### src/hw/rtl/sdos_pkg.sv
// Shared types and constants for the shortest diagonal orientation select pipeline.
package sdos_pkg;

    // Component width is fixed by the word format (signed Q7.16).
    localparam int COMP_W    = 24;
    // A diagonal component is the sum of three components.
    localparam int SUM_W     = COMP_W + 2;
    // Its magnitude never exceeds three times two to the power COMP_W - 1.
    localparam int MAG_W     = COMP_W + 1;
    localparam int SQ_W      = 2 * MAG_W;
    localparam int LEN_W     = SQ_W + 1;
    localparam int OUT_LEN_W = 51;

    // Only the four sign patterns that keep row 0 positive can win.
    localparam int NUM_CAND  = 4;
    localparam int CAND_W    = 2;

    localparam logic [1:0] PERM_TABLE [0:5][0:2] = '{
        '{2'd0, 2'd1, 2'd2}, '{2'd0, 2'd2, 2'd1}, '{2'd1, 2'd0, 2'd2},
        '{2'd1, 2'd2, 2'd0}, '{2'd2, 2'd0, 2'd1}, '{2'd2, 2'd1, 2'd0}
    };

    typedef logic signed [COMP_W-1:0] t_comp;
    typedef logic signed [SUM_W-1:0]  t_sum;
    typedef logic [MAG_W-1:0]         t_mag;
    typedef logic [SQ_W-1:0]          t_sq;
    typedef logic [LEN_W-1:0]         t_len;
    typedef logic [CAND_W-1:0]        t_cand;

    typedef struct packed {
        t_comp row0_x;
        t_comp row0_y;
        t_comp row0_z;
        t_comp row1_x;
        t_comp row1_y;
        t_comp row1_z;
        t_comp row2_x;
        t_comp row2_y;
        t_comp row2_z;
    } t_sdos_in;

    typedef struct packed {
        logic [1:0]           order_0;
        logic [1:0]           order_1;
        logic [1:0]           order_2;
        logic                 negate_0;
        logic                 negate_1;
        logic                 negate_2;
        logic [OUT_LEN_W-1:0] best_length_sq;
    } t_sdos_out;

endpackage

### src/hw/rtl/sdos_diag.sv
// Diagonal component sums and their magnitudes, two register stages.
module sdos_diag (
    input  logic               i_clk,
    input  logic [1:0]         i_en,
    input  sdos_pkg::t_sdos_in i_in,
    output sdos_pkg::t_mag     o_mag [sdos_pkg::NUM_CAND][3]
);
    import sdos_pkg::*;

    t_comp w_row [3][3];
    t_sum  n_d   [NUM_CAND][3];
    t_sum  r_d   [NUM_CAND][3];
    t_mag  n_mag [NUM_CAND][3];
    t_mag  r_mag [NUM_CAND][3];

    assign w_row[0][0] = i_in.row0_x;
    assign w_row[0][1] = i_in.row0_y;
    assign w_row[0][2] = i_in.row0_z;
    assign w_row[1][0] = i_in.row1_x;
    assign w_row[1][1] = i_in.row1_y;
    assign w_row[1][2] = i_in.row1_z;
    assign w_row[2][0] = i_in.row2_x;
    assign w_row[2][1] = i_in.row2_y;
    assign w_row[2][2] = i_in.row2_z;

    // Candidate s: row 0 enters negated, row 1 negated when s[1] is set,
    // row 2 added when s[0] is set and subtracted otherwise.
    always_comb begin
        t_cand sel;
        t_sum  acc;
        for (int s = 0; s < NUM_CAND; s++) begin
            sel = CAND_W'(s);
            for (int c = 0; c < 3; c++) begin
                acc = -SUM_W'(w_row[0][c]);
                acc = sel[1] ? acc - SUM_W'(w_row[1][c]) : acc + SUM_W'(w_row[1][c]);
                acc = sel[0] ? acc + SUM_W'(w_row[2][c]) : acc - SUM_W'(w_row[2][c]);
                n_d[s][c] = acc;
            end
        end
    end

    always_comb begin
        for (int s = 0; s < NUM_CAND; s++) begin
            for (int c = 0; c < 3; c++) begin
                n_mag[s][c] = r_d[s][c][SUM_W-1] ? MAG_W'(-r_d[s][c]) : MAG_W'(r_d[s][c]);
            end
        end
    end

    always_ff @(posedge i_clk) begin
        if (i_en[0]) begin
            r_d <= n_d;
        end
        if (i_en[1]) begin
            r_mag <= n_mag;
        end
    end

    assign o_mag = r_mag;

endmodule

### config.mk
export PLATFORM = sky130hd
export DESIGN_NAME = sdos_diag
export DESIGN_NICKNAME = d
export VERILOG_FILES = /design/src/hw/rtl/sdos_pkg.sv /design/src/hw/rtl/sdos_diag.sv
export SDC_FILE = /design/constraint.sdc
export NUM_CORES = 1
export LEC_CHECK = 0
export BUFFER_PORTS_ARGS = -buffer_cell sky130_fd_sc_hd__buf_2
export CORE_UTILIZATION = 30
export DETAILED_ROUTE_END_ITERATION = 10
export PLACE_DENSITY_LB_ADDON = 0.05
export SLEW_MARGIN = 20
export SYNTH_ARGS = -nofsm -noshare
export SYNTH_HDL_FRONTEND = slang
export SYNTH_SLANG_ARGS = --single-unit
### constraint.sdc
create_clock -name i_clk -period 7.4 [get_ports i_clk]
set_clock_uncertainty 0.2 [all_clocks]
set_input_delay 1.48 -clock i_clk [delete_from_list [all_inputs] [get_ports i_clk]]
set_output_delay 1.48 -clock i_clk [all_outputs]
set_load 0.02 [all_outputs]
Yosys cells after proc, flatten, opt, wreduce, memory -nomap -nowiden
Cells that the tools add are included.
{"block": "word_totals", "word_cells": 69, "inputBits": 219, "out_inout_bits": 300, "regBits": 612}
{"block": "op_classes", "n_mux": 12, "n_addsub": 33}
{"operator": "25-bit two-way mux", "count": 12}
{"operator": "25-bit negator", "count": 12}
{"operator": "26-bit by 24-bit adder with 26-bit output", "count": 9}
{"operator": "26-bit by 24-bit subtractor with 26-bit output", "count": 9}
{"operator": "24-bit negator with 26-bit output", "count": 3}

Logic depth before layout (Yosys ltp)
{"block": "logic_depth", "ltp_word": 3, "ltp_mapped": 30, "depth_no_buf": 29}

Worst setup path after synthesis
Ideal clock, no wire load.
{"block": "synth_path", "kind": "input-to-reg", "from": "input i_in[168] (netlist bit)", "to": "register r_d[50] (netlist bit), data pin", "path_buffers": 1, "cell_stages": 22, "setup_slack_ns": 0.445, "arrival_ns": 6.492, "path_cell_list": "inv_1 > ha_1 > nor3b_1 > nand2_1 > nor3_1 > xnor2_1 > ha_1 > clkbuf_1 > inv_1 > o41ai_1 > a21oi_1 > nor2_1 > nor2_1 > xnor2_1 > ha_1 > or4b_2 > a2111oi_0 > nor4_1 > o31a_1 > o41a_1 > o21bai_1 > xnor2_1"}
{"item": "start: declaration", "line_no": "sdos_diag.sv:5", "source": "input sdos_pkg::t_sdos_in i_in,"}
{"item": "end signal: assignment", "line_no": "sdos_diag.sv:52", "source": "r_d <= n_d;"}
{"item": "end: declaration", "line_no": "sdos_diag.sv:12", "source": "t_sum r_d [NUM_CAND][3];"}

==> qor.yml <==
finalSetupTns_ns: 0
core_um2: 153900
cts_buffers: 80
path_delay_family: "compound AO/OA/AOI/OAI gates"
drc: 0
antenna_found_initial: 34
wire_per_inst_um: 21.28
cts.repair.resized: 0
worstPathRequired_ns: 7.59
wl_met1_mm: 79.25
post-dp-hpwl_mm: 132.3
synth-edff-count: 600
gp_congestion: 0.9045
grt_overflow: 0
final_cell_count_no_fill: 7558
grt_start_max_net_pins: 141
utilization: 0.3592
yosysTopAreaCellShare: 0.3878
finalWirelength_mm: 160.8
grt_pass1_vias: 36260
worst_pin_slew_ns: 0.9949
drive_above_1_share: 0.1635
ys_ff_latch: 600
finalHoldViolCount: 0
synth_top_cell_by_area: "edfxtp_1"
area_delta_synth_final_pct: 18.95
placementRows: 144
yosys-top-cells-area: "edfxtp_1 (39%), ha_1 (13%), xnor2_1 (11%)"
dr_wl_met3_mm: 7.208
dr_total_vias: 37140
yosysMostFrequentCell: "edfxtp_1"
p_clk_frac: 0.202
swShare: 0.4135
leakage_uw: 0.02222
cts_tree: "built"
arrival_ns: 6.93
dieWidth_um: 395.6
end_kind: "register"
rsz0062_at_grt: "false"
dieHeight_um: 395.6
power_switching_uw: 7983
fmax_mhz: 148.3
first_iter_violations: 2343
pwr-share-comb: 0.451
synthFlopType: "edfxtp_1"
cp_slowest_stage_delay_ns: 0.41
maxCapViolCount: 0
track_usage: 0.2000
pwr-share-seq: 0.347
io_pins: 519
synth.distinct_cells: 77
hold_buffers: 0
grt_first_pass_wirelength_mm: 234.4
hold_slack_ns: 0.3597
clock_path_buffers: 3
worst-path-buf-inv: 6
cts_setup_buffers: 0
drv_slew: 0
synth_nets: 5491
cts.sinks: 600
ys_seq_area_frac: 0.3878
clock_latency_ns: 0.69
ctsRootBufferMaster: "clkbuf_16"
yosys_warnings: 0
port_buffers: 518
first_pass_iters: 5
die_area_um2: 156500
nets: 6143
async_reset_ff_frac: 0
critical_path_class: "in -> reg"
start_util: 0.3020
clk_pin_slew_ns: 0.05
period_share: 0.9112
yosys-top-cells-count: "edfxtp_1 (600), xnor2_1 (596), ha_1 (465)"
start_kind: "input port"
setup_violations: 0
ant_nets: 0
synth_cells: 4789
fillers: 15890
pwr_density_cell_nw_per_um2: 349.3
dr_wl_met2_mm: 71.17
avgViaCountPerCell: 4.915
htreeDepth: 3
dp.cells: 7403
synth_area_um2: 46470
synth_area_per_cell_um2: 9.703
top_layer: "met5"
ir_drop_v: 0.0001714
intPower_uw: 11320
outcome: "completed"
cp_max_fo: 5
maxSlewHeadroom: 0.3368
slowest_stage: "nor3_1"
post-route-min-period_ns: 6.743
hold_path.class: "reg -> reg"
registers in the layout, indices dropped and copies added (netlist names):
register  count
o_mag       294
r_d         306
placed cells by master, fill, tap and decap left out, types with 18 or more instances in the layout:
master,count
or2_2,35
o21ai_0,226
xnor2_1,596
nand2_1,254
nand2b_1,71
clkbuf_16,80
xor2_1,155
o21a_1,38
nor3_1,112
nor2_1,393
a21o_1,74
nor2b_1,48
clkinv_1,19
a21oi_1,391
or3_1,68
nand3_1,56
edfxtp_1,600
fa_1,18
o21bai_1,134
ha_1,465
and3_1,22
buf_4,203
inv_1,375
o41ai_1,54
nor4_1,45
a31oi_1,29
or4_1,51
buf_2,516
a211oi_1,30
o31ai_1,95
layout make-up:
cell class                      count  area [µm²]  share of cell area
Inverter                          377        1415             0.02560
Clock buffer                       96        2062             0.03731
Antenna cell                        9       22.52           0.0004075
Tap cell                         2044        2557             0.04627
Multi-Input combinational cell   3657       26430              0.4781
Sequential cell                   600       18020              0.3260
Clock inverter                     50       554.3             0.01003
Timing Repair Buffer              725        4217             0.07629
power groups by stage:
stage	clock (µW)	sequential [µW]	combinational (µW)
finish	3900	6700	8710
global route	4160	6840	9520
CTS	4060	6710	8820
detailed placement	0	6740	8750
global placement	0	6770	8820
floorplan	0	7140	4800
worst register-to-register path, delay by kind of cell (launching register included):
kind | cells | cell delay (ns)
flops | 1 | 0.49
xor+xnor | 1 | 0.35
compound gates | 1 | 0.36
fa+ha+maj | 1 | 0.22
simple gates | 5 | 2.07
buf+inv | 1 | 0.22
final timing paths:
check / start / endpoint / slack (ns) / depth (start not counted)
max reg2reg: r_d[26] / o_mag[120] / 3.18 / 9
max: i_in[168] / r_d[129] / 0.66 / 27
min: r_d[154] / o_mag[149] / 0.36 / 1
min reg2reg: r_d[154] / o_mag[149] / 0.36 / 1
stage by stage:
step / setup WS [ns] / total power, µW / instance area, µm²
global route: 0.09454 / 20520 / 55260
CTS: 0.5668 / 19580 / 55250
detailed placement: -0.1352 / 15480 / 52630
finish: 0.6568 / 19310 / 55270
floorplan: 0.4448 / 11940 / 46470
global placement: -0.1484 / 15580 / 52630
per-layer routing:
metal,GRT usage,vias up
met2,0.3132,879
met4,0.04764,8
met3,0.02949,186
met5,0,-
met1,0.2874,17630
li1,-,18440
logic make-up after synthesis:
logic type / synth area share
adder cells (fa/ha/maj): 0.1330
buffers and inverters: 0.04370
flip-flops: 0.3878
XOR/XNOR: 0.1421
AND/OR/NAND/NOR: 0.1258
AO/OA/AOI/OAI: 0.1672
multiplexers: 0.0004309
No activity file was read; power rests on OpenSTA's default activity.
